$ cat src/rtl/acm_pkg.sv
`timescale 1ns / 1ps
// ----------------------------------------------------------------------------
// acm_pkg
// Shared types, constants and helpers of the argmax confusion matrix.
// ----------------------------------------------------------------------------
package acm_pkg;

    localparam int NUM_CLASSES = 4;
    localparam int COUNT_WIDTH = 16;

    localparam int CLS_W      = 3;
    localparam int MAT_SIZE   = NUM_CLASSES * NUM_CLASSES;
    localparam int ADDR_W     = (MAT_SIZE > 1) ? $clog2(MAT_SIZE) : 1;
    localparam int DIV_W      = COUNT_WIDTH + 16;
    localparam int DIV_CNT_W  = $clog2(DIV_W);
    localparam int ACC_W      = 17;

    localparam logic [COUNT_WIDTH-1:0] COUNT_MAX = '1;
    localparam logic [ACC_W-1:0]       ACC_ONE   = 17'h10000;

    localparam logic [1:0] OP_SCORE = 2'd0;
    localparam logic [1:0] OP_CLEAR = 2'd1;
    localparam logic [1:0] OP_READ  = 2'd2;

    localparam logic KIND_ROW  = 1'b0;
    localparam logic KIND_READ = 1'b1;

    typedef struct packed {
        logic [1:0]        opcode;
        logic signed [15:0] score;
        logic              target_is_one;
        logic              end_of_row;
        logic [CLS_W-1:0]  read_row;
        logic [CLS_W-1:0]  read_col;
    } acm_in_t;

    typedef struct packed {
        logic              result_kind;
        logic [CLS_W-1:0]  predicted_class;
        logic [CLS_W-1:0]  target_class;
        logic              row_correct;
        logic [15:0]       entry_count;
        logic [15:0]       correct_count;
        logic [15:0]       total_count;
        logic [ACC_W-1:0]  accuracy_fraction;
    } acm_out_t;

    typedef struct packed {
        logic op_score;
        logic op_clear;
        logic op_read;
        logic look;
        logic load;
        logic step;
    } acm_cmd_t;

    typedef struct packed {
        logic div_done;
    } acm_status_t;

    typedef enum logic [4:0] {
        ST_IDLE = 5'b00001,
        ST_LOOK = 5'b00010,
        ST_LOAD = 5'b00100,
        ST_DIV  = 5'b01000,
        ST_OUT  = 5'b10000
    } acm_state_t;

    function automatic logic [COUNT_WIDTH-1:0] sat_inc(input logic [COUNT_WIDTH-1:0] v);
        return (v == COUNT_MAX) ? v : v + COUNT_WIDTH'(1);
    endfunction

endpackage

$ cat src/rtl/acm_ctrl.sv
`timescale 1ns / 1ps
// ----------------------------------------------------------------------------
// acm_ctrl
// Sequencer: accepts beats, runs matrix lookup, divider and result handoff.
// ----------------------------------------------------------------------------
module acm_ctrl
    import acm_pkg::*;
(
    input  logic        clk,
    input  logic        rst_n,
    input  logic        item_valid,
    output logic        item_ready,
    input  logic [1:0]  opcode,
    input  logic        end_of_row,
    output logic        result_valid,
    input  logic        result_ready,
    output acm_cmd_t    cmd,
    input  acm_status_t status
);

    acm_state_t state_reg, state_next;
    logic       accept;

    assign item_ready   = (state_reg == ST_IDLE);
    assign result_valid = (state_reg == ST_OUT);
    assign accept       = item_valid && item_ready;

    always_comb
    begin
        cmd          = '0;
        cmd.op_score = accept && (opcode == OP_SCORE);
        cmd.op_clear = accept && (opcode == OP_CLEAR);
        cmd.op_read  = accept && (opcode == OP_READ);
        cmd.look     = (state_reg == ST_LOOK);
        cmd.load     = (state_reg == ST_LOAD);
        cmd.step     = (state_reg == ST_DIV);
    end

    always_comb
    begin
        state_next = state_reg;
        unique case (state_reg)
            ST_IDLE:
            begin
                if ((cmd.op_score && end_of_row) || cmd.op_read)
                    state_next = ST_LOOK;
            end
            ST_LOOK: state_next = ST_LOAD;
            ST_LOAD: state_next = ST_DIV;
            ST_DIV:
            begin
                if (status.div_done)
                    state_next = ST_OUT;
            end
            ST_OUT:
            begin
                if (result_ready)
                    state_next = ST_IDLE;
            end
            default: state_next = ST_IDLE;
        endcase
    end

    always_ff @(posedge clk or negedge rst_n)
    begin
        if (!rst_n)
            state_reg <= ST_IDLE;
        else
            state_reg <= state_next;
    end

endmodule

$ cat src/rtl/acm_datapath.sv
`timescale 1ns / 1ps
// ----------------------------------------------------------------------------
// acm_datapath
// Running argmax, confusion memory, saturating totals and serial divider.
// ----------------------------------------------------------------------------
module acm_datapath
    import acm_pkg::*;
(
    input  logic        clk,
    input  logic        rst_n,
    input  acm_in_t     item,
    input  acm_cmd_t    cmd,
    output acm_status_t status,
    output acm_out_t    result
);

    // row tracking
    logic signed [15:0]     best_score_reg;
    logic [CLS_W-1:0]       best_idx_reg;
    logic [CLS_W-1:0]       col_reg;
    logic [CLS_W-1:0]       tgt_reg;
    logic                   full_reg;

    // totals
    logic [COUNT_WIDTH-1:0] diag_reg;
    logic [COUNT_WIDTH-1:0] total_reg;

    // confusion memory
    logic [COUNT_WIDTH-1:0] mem [MAT_SIZE];
    logic [MAT_SIZE-1:0]    valid_reg;
    logic [COUNT_WIDTH-1:0] rd_data_reg;

    // captured request
    logic                   kind_reg;
    logic [CLS_W-1:0]       pred_reg;
    logic [CLS_W-1:0]       targ_reg;
    logic                   ok_reg;
    logic [ADDR_W-1:0]      addr_reg;
    logic                   in_range_reg;
    logic [COUNT_WIDTH-1:0] entry_reg;

    // divider
    logic [DIV_W-1:0]       dvd_reg;
    logic [DIV_W-1:0]       quo_reg;
    logic [COUNT_WIDTH-1:0] rem_reg;
    logic [DIV_CNT_W-1:0]   cnt_reg;

    logic signed [15:0]     score_s;
    logic                   take;
    logic                   col_last;
    logic [CLS_W-1:0]       cur_best;
    logic [CLS_W-1:0]       cur_tgt;
    logic                   row_end;
    logic                   capture;
    logic [ADDR_W-1:0]      row_addr;
    logic [ADDR_W-1:0]      read_addr;
    logic [ADDR_W-1:0]      rd_addr;
    logic                   read_in_range;
    logic [COUNT_WIDTH-1:0] old_entry;
    logic [COUNT_WIDTH-1:0] inc_entry;
    logic                   mem_wr;
    logic [COUNT_WIDTH:0]   rem_sh;
    logic [COUNT_WIDTH:0]   rem_diff;
    logic                   q_bit;
    logic [ACC_W-1:0]       acc;

    assign score_s  = item.score;
    assign take     = !full_reg && ((col_reg == '0) || (score_s >= best_score_reg));
    assign col_last = ({1'b0, col_reg} + 4'd1) >= 4'(NUM_CLASSES);
    assign cur_best = take ? col_reg : best_idx_reg;
    assign cur_tgt  = (!full_reg && item.target_is_one) ? col_reg : tgt_reg;
    assign row_end  = cmd.op_score && item.end_of_row;
    assign capture  = row_end || cmd.op_read;

    assign row_addr      = ADDR_W'(cur_tgt * NUM_CLASSES + cur_best);
    assign read_addr     = ADDR_W'(item.read_row * NUM_CLASSES + item.read_col);
    assign rd_addr       = cmd.op_read ? read_addr : row_addr;
    assign read_in_range = ({1'b0, item.read_row} < 4'(NUM_CLASSES))
                        && ({1'b0, item.read_col} < 4'(NUM_CLASSES));

    assign old_entry = valid_reg[addr_reg] ? rd_data_reg : '0;
    assign inc_entry = sat_inc(old_entry);
    assign mem_wr    = cmd.look && (kind_reg == KIND_ROW);

    always_ff @(posedge clk or negedge rst_n)
    begin
        if (!rst_n)
        begin
            best_score_reg <= '0;
            best_idx_reg   <= '0;
            col_reg        <= '0;
            tgt_reg        <= '0;
            full_reg       <= 1'b0;
        end
        else if (cmd.op_clear || row_end)
        begin
            best_score_reg <= '0;
            best_idx_reg   <= '0;
            col_reg        <= '0;
            tgt_reg        <= '0;
            full_reg       <= 1'b0;
        end
        else if (cmd.op_score && !full_reg)
        begin
            if (take)
            begin
                best_score_reg <= score_s;
                best_idx_reg   <= col_reg;
            end
            tgt_reg <= cur_tgt;
            if (col_last)
                full_reg <= 1'b1;
            else
                col_reg <= col_reg + CLS_W'(1);
        end
    end

    always_ff @(posedge clk or negedge rst_n)
    begin
        if (!rst_n)
        begin
            diag_reg  <= '0;
            total_reg <= '0;
            valid_reg <= '0;
        end
        else if (cmd.op_clear)
        begin
            diag_reg  <= '0;
            total_reg <= '0;
            valid_reg <= '0;
        end
        else if (mem_wr)
        begin
            total_reg           <= sat_inc(total_reg);
            valid_reg[addr_reg] <= 1'b1;
            if (ok_reg)
                diag_reg <= sat_inc(diag_reg);
        end
    end

    always_ff @(posedge clk)
    begin
        if (mem_wr)
            mem[addr_reg] <= inc_entry;
        if (capture)
            rd_data_reg <= mem[rd_addr];
    end

    always_ff @(posedge clk)
    begin
        if (capture)
        begin
            kind_reg     <= cmd.op_read ? KIND_READ : KIND_ROW;
            pred_reg     <= cmd.op_read ? item.read_col : cur_best;
            targ_reg     <= cmd.op_read ? item.read_row : cur_tgt;
            ok_reg       <= !cmd.op_read && (cur_best == cur_tgt);
            addr_reg     <= rd_addr;
            in_range_reg <= cmd.op_read ? read_in_range : 1'b1;
        end
        if (cmd.look)
            entry_reg <= (kind_reg == KIND_ROW) ? inc_entry
                       : (in_range_reg ? old_entry : '0);
    end

    // restoring divide of diag * 2^16 by total, one quotient bit per cycle
    assign rem_sh   = {rem_reg, dvd_reg[DIV_W-1]};
    assign rem_diff = rem_sh - {1'b0, total_reg};
    assign q_bit    = (rem_sh >= {1'b0, total_reg});

    always_ff @(posedge clk or negedge rst_n)
    begin
        if (!rst_n)
            cnt_reg <= '0;
        else if (cmd.load)
            cnt_reg <= '0;
        else if (cmd.step)
            cnt_reg <= cnt_reg + DIV_CNT_W'(1);
    end

    always_ff @(posedge clk)
    begin
        if (cmd.load)
        begin
            dvd_reg <= {diag_reg, 16'b0};
            quo_reg <= '0;
            rem_reg <= '0;
        end
        else if (cmd.step)
        begin
            dvd_reg <= {dvd_reg[DIV_W-2:0], 1'b0};
            quo_reg <= {quo_reg[DIV_W-2:0], q_bit};
            rem_reg <= q_bit ? rem_diff[COUNT_WIDTH-1:0] : rem_sh[COUNT_WIDTH-1:0];
        end
    end

    assign status.div_done = cmd.step && (cnt_reg == DIV_CNT_W'(DIV_W - 1));

    assign acc = (total_reg == '0)           ? '0
               : (quo_reg > DIV_W'(ACC_ONE)) ? ACC_ONE
               : quo_reg[ACC_W-1:0];

    always_comb
    begin
        result.result_kind       = kind_reg;
        result.predicted_class   = pred_reg;
        result.target_class      = targ_reg;
        result.row_correct       = ok_reg;
        result.entry_count       = 16'(entry_reg);
        result.correct_count     = 16'(diag_reg);
        result.total_count       = 16'(total_reg);
        result.accuracy_fraction = acc;
    end

    a_diag_le_total: assert property (@(posedge clk) disable iff (!rst_n)
        diag_reg <= total_reg)
        else $error("diagonal total exceeds row total");

    a_col_in_range: assert property (@(posedge clk) disable iff (!rst_n)
        {1'b0, col_reg} < 4'(NUM_CLASSES))
        else $error("column position out of range");

    a_entry_marked: assert property (@(posedge clk) disable iff (!rst_n)
        mem_wr |=> valid_reg[$past(addr_reg)])
        else $error("written entry not marked valid");

    a_acc_bound: assert property (@(posedge clk) disable iff (!rst_n)
        status.div_done |=> (acc <= ACC_ONE))
        else $error("accuracy above one");

endmodule

$ cat src/rtl/argmax_confusion_matrix.sv
`timescale 1ns / 1ps
// ----------------------------------------------------------------------------
// argmax_confusion_matrix
// Streaming argmax classifier scoring into a saturating confusion matrix.
// ----------------------------------------------------------------------------
// Score beats without end of row and clear beats: one per cycle, no result.
// Row end and read: result valid once the beat has passed the matrix lookup,
//   divider load and the bit-serial divider computing accuracy, in that order.
// One beat in flight at a time; input ready again once the result is taken.
// Reset (async, active low): matrix reads zero at once, totals and row cleared.
module argmax_confusion_matrix
    import acm_pkg::*;
(
    input  logic     clk,
    input  logic     rst_n,
    input  logic     item_valid,
    output logic     item_ready,
    input  acm_in_t  item,
    output logic     result_valid,
    input  logic     result_ready,
    output acm_out_t result
);

    acm_cmd_t    cmd;
    acm_status_t status;

    acm_ctrl u_ctrl (
        .clk          (clk),
        .rst_n        (rst_n),
        .item_valid   (item_valid),
        .item_ready   (item_ready),
        .opcode       (item.opcode),
        .end_of_row   (item.end_of_row),
        .result_valid (result_valid),
        .result_ready (result_ready),
        .cmd          (cmd),
        .status       (status)
    );

    acm_datapath u_datapath (
        .clk    (clk),
        .rst_n  (rst_n),
        .item   (item),
        .cmd    (cmd),
        .status (status),
        .result (result)
    );

endmodule
$ cat config.mk
export PLATFORM = sky130hd
export DESIGN_NAME = argmax_confusion_matrix
export DESIGN_NICKNAME = d
export VERILOG_FILES = /design/src/rtl/acm_pkg.sv /design/src/rtl/acm_ctrl.sv /design/src/rtl/acm_datapath.sv /design/src/rtl/argmax_confusion_matrix.sv
export SDC_FILE = /design/constraint.sdc
export NUM_CORES = 1
export LEC_CHECK = 0
export BUFFER_PORTS_ARGS = -buffer_cell sky130_fd_sc_hd__buf_2
export CAP_MARGIN = 20
export CORE_ASPECT_RATIO = 1.2
export CORE_MARGIN = 8
export CORE_UTILIZATION = 25
export DETAILED_ROUTE_END_ITERATION = 10
export GPL_TIMING_DRIVEN = 0
export RECOVER_POWER = 100
export SETUP_SLACK_MARGIN = 0.1
export SLEW_MARGIN = 20
export SYNTH_ARGS = -nofsm -noshare
export SYNTH_HDL_FRONTEND = slang
export SYNTH_HIERARCHICAL = 1
export SYNTH_SLANG_ARGS = --single-unit
export TNS_END_PERCENT = 1
$ cat constraint.sdc
create_clock -name clk -period 10.5 [get_ports clk]
set_input_delay 1.575 -clock clk [delete_from_list [all_inputs] [get_ports clk]]
set_output_delay 1.575 -clock clk [all_outputs]
set_load 0.005 [all_outputs]
==> flow_summary_export.csv <==
group,metric,value,unit
run_status,status,"finished with violations",
run_status,violations,"capacitance limit, slew limit",
layout,area_delta_synth_final,16.9,%
placement,place_congestion,0.820,
critical_path,crit_type,"primary input to flop",
timing,finalCriticalPeriod,6.10,ns
global_routing,grt_max_degree,72,
logic_synthesis,synth_edf_count,315,
floorplan,fp-row-count,113,
timing,setup_viol,0,
clock_network,postCtsSetupBuffers,0,
logic_synthesis,ys_ff_latch,447,
clock_network,clk_path_buf_depth,3,
placement,dp_hpwl,34900,um
drt,via_count,12300,
clock_network,htreeDepth,2,
layout,final_cells,2664,
logic_synthesis,ys.warnings.count,6,
clock_network,clkTransAtPathRegs,0.06,ns
power,leakage,8.31,nW
drt,wl,48300,um
clock_network,cts.repair.resized,0,
layout,nFillCells,7887,
timing,drv_slew,225,
logic_synthesis,ys_seq_area_share,63.2,%
clock_network,cts.sinks,447,
clock_network,hold_buffers,0,
critical_path,required,10.96,ns
timing,skew,0.0146,ns
drt,drc,0,
drt,drtIter0Drc,744,
layout,multi_input_area,6690,um2
layout,fin_nets,1661,
critical_path,worstRegToRegCells,14,
logic_synthesis,synth_top_cells_by_count,"edfxtp_1, nor2_1, dfrtp_1",
logic_synthesis,synth_async_sr_flop_share,18.8,%
drt,vias_per_cell,4.63,
global_routing,grt_usage,10.7,%
logic_synthesis,synth_xor_area_share,2.52,%
logic_synthesis,yosys.cell_count.top_type,"edfxtp_1",
drt,wire_per_inst,18.1,um
critical_path,arrival,6.56,ns
timing,layout_setup_ws,4.40,ns
min_path,hold_depth,2,
global_routing,grt_antenna_before_repair,5,
floorplan,start_util,25.1,%
placement,dp.cells,2570,
critical_path,path_cells,"buf_2 -> ha_1 -> a21oi_1 -> o21ai_1 -> a211o_1 -> o31ai_1 -> nand3_2 -> mux2i_1 -> inv_1 -> ha_1 -> xnor2_1 -> o21ai_0 -> inv_1 -> nor2_1 -> clkbuf_1 -> a22oi_1 -> nand2_1",
global_routing,grt_pass1_vias,12800,
critical_path,start_kind,"primary input",
logic_synthesis,synth_top_family_by_area,"multiplexers",
placement,place_ws,3.99,ns
job,max-cap-violations,10,
logic_synthesis,synth_simple_gate_area_share,10.5,%
drt,firstDrtPassIters,6,
timing,setup-tns-final,0,ns
global_routing,grt_overflow,0,
logic_synthesis,synth-compound-area-share,5.72,%
floorplan,die_height,324,um
clock_network,root_buffer,"clkbuf_16",
clock_network,cts_made_buffers,49,
logic_synthesis,netlist_top_cells_area,"edfxtp_1, dfrtp_1, mux4_2, dfxtp_1, nor2_1",
drt,antenna_left,0,
timing,slew_headroom,-177,%
timing,rsz0062_at_grt,"no",
min_path,min-delay-path-class,"flop to flop",
placement,port_buffers,104,
clock_network,clkLatencyLatePin,0.60,ns
floorplan,ios,105,
clock_network,tritoncts,"yes",
global_routing,grt_first_pass_wirelength,74900,um
logic_synthesis,avgSynthCellArea,14.0,um2
logic_synthesis,yosys.area.top_type_share,47.8,%
logic_synthesis,synthAdderAreaFrac,2.75,%
critical_path,critical_path.endpoint_type,"flop",
logic_synthesis,synth_cells,1416,
timing,post-route-period-util,58.1,%
logic_synthesis,synthesis.nets,1489,
logic_synthesis,synthFlopType,"edfxtp_1",
power,powerDensity,261,nW/um2
logic_synthesis,syn_area,19800,um2
critical_path,cpMaxStageDelayCell,"o31ai_1",
critical_path,slowest_delay,0.70,ns
layout,largest_reg_flops,256,
timing,hold_slack,0.504,ns
timing,max_freq,164,MHz
timing,tightest_slew,4.15,ns
logic_synthesis,synth_mux_area_share,12.4,%
layout,regArea,12500,um2
layout,layout-drive-gt1-share,15.3,%
timing,hold_violations,0,
logic_synthesis,synth.distinct_cells,77,
logic_synthesis,netlist.top_cell.by_area,"edfxtp_1",
critical_path,cp_max_fo,10,
power,ir_drop,145,uV
floorplan,die-area,88500,um2
floorplan,core,78800,um2
floorplan,fp.dieW,273,um
-- area by class of cell --
type	count	share of cell area, %
plain buffers	67	1.46
flip-flops and latches	447	54.1
inverters	56	0.908
well taps	1035	5.59
clock inverters	32	1.24
multi-input cells	846	28.9
repair buffers	121	2.24
diodes	1	0.0108
clock buffers	59	5.55
-- layer usage --
layer / wire length (um) / share of wire (%) / vias to the layer above / track usage (%)
li1: - / - / 5663 / -
met1: 19600 / 41 / 6224 / 13.1
met2: 24500 / 51 / 377 / 18.6
met3: 3280 / 6.8 / 73 / 2.57
met4: 935 / 1.9 / 0 / 2.90
met5: 0 / 0 / - / 0
-- power by group --
part	total, mW	switching (mW)	internal (mW)
clock	1.66	0.727	0.935
combinational	2.12	1.19	0.924
sequential	2.27	0.139	2.13
-- critical path: cells and delay by family --
| family | cells | cell delay (ns) |
|---|---|---|
| mux | 1 | 0.36 |
| compound gates | 6 | 2.03 |
| fa+ha+maj | 2 | 0.56 |
| buf+inv | 4 | 0.98 |
| simple gates | 3 | 0.93 |
| xor+xnor | 1 | 0.12 |
-- logic make-up after synthesis --
family / after synthesis
xor gates and xnor gates: 57
AOI/OAI and AO/OA: 161
buffers and inverters: 123
DFF: 447
muxes: 157
adders and majority gates: 43
and+or+nand+nor: 428
-- cells in the final DEF, fill, tap and decap left out, types with 9 or more instances in the layout --
master | synthesis | routed
mux2i_1 | 65 | 65
and2_0 | 0 | 14
clkbuf_16 | 0 | 49
nor4_1 | 15 | 16
mux2_2 | 23 | 21
xnor2_1 | 35 | 35
inv_1 | 54 | 54
dfxtp_1 | 48 | 48
nor2b_1 | 11 | 11
a211oi_1 | 17 | 17
mux4_2 | 69 | 69
clkbuf_1 | 33 | 126
nand2b_1 | 13 | 13
nand2_1 | 60 | 60
and2_1 | 27 | 13
nand3_1 | 19 | 19
o21ai_0 | 17 | 19
ha_1 | 42 | 42
nor2_1 | 190 | 190
a22o_1 | 9 | 9
a22oi_1 | 34 | 34
buf_2 | 10 | 56
or3_1 | 9 | 10
nor3_1 | 21 | 21
dfrtp_1 | 83 | 83
edfxtp_1 | 315 | 315
clkinv_1 | 1 | 14
nand4_1 | 25 | 25
a21oi_1 | 33 | 33
xor2_1 | 22 | 22
-- through the flow --
stage,area [um2],power (mW),util [%]
global route,23100,6.41,29.4
detailed placement,21900,4.46,27.8
global placement,21600,4.40,27.5
finish,23100,6.05,29.4
floorplan,19800,3.84,-
CTS,23500,6.15,29.8
-- path summary, 6_finish.rpt --
path,startpoint,endpoint,slack [ns]
worst max-delay path,item[15],u_datapath/rd_data_reg[8]$_DFFE_PP_,4.40
worst min-delay path,u_datapath/valid_reg[13]$_DFFE_PN0P_,u_datapath/valid_reg[13]$_DFFE_PN0P_,0.50
worst max register to register,u_datapath/pred_reg[0]$_DFFE_PP_,u_datapath/mem[12][15]$_DFFE_PP_,4.82
worst min register to register,u_datapath/valid_reg[13]$_DFFE_PN0P_,u_datapath/valid_reg[13]$_DFFE_PN0P_,0.50
max in group asynchronous,rst_n,u_datapath/diag_reg[9]$_DFFE_PN0P_,5.08
min in group asynchronous,rst_n,u_datapath/best_score_reg[6]$_DFFE_PN0P_,1.02
(Power assumes the default switching activity.)
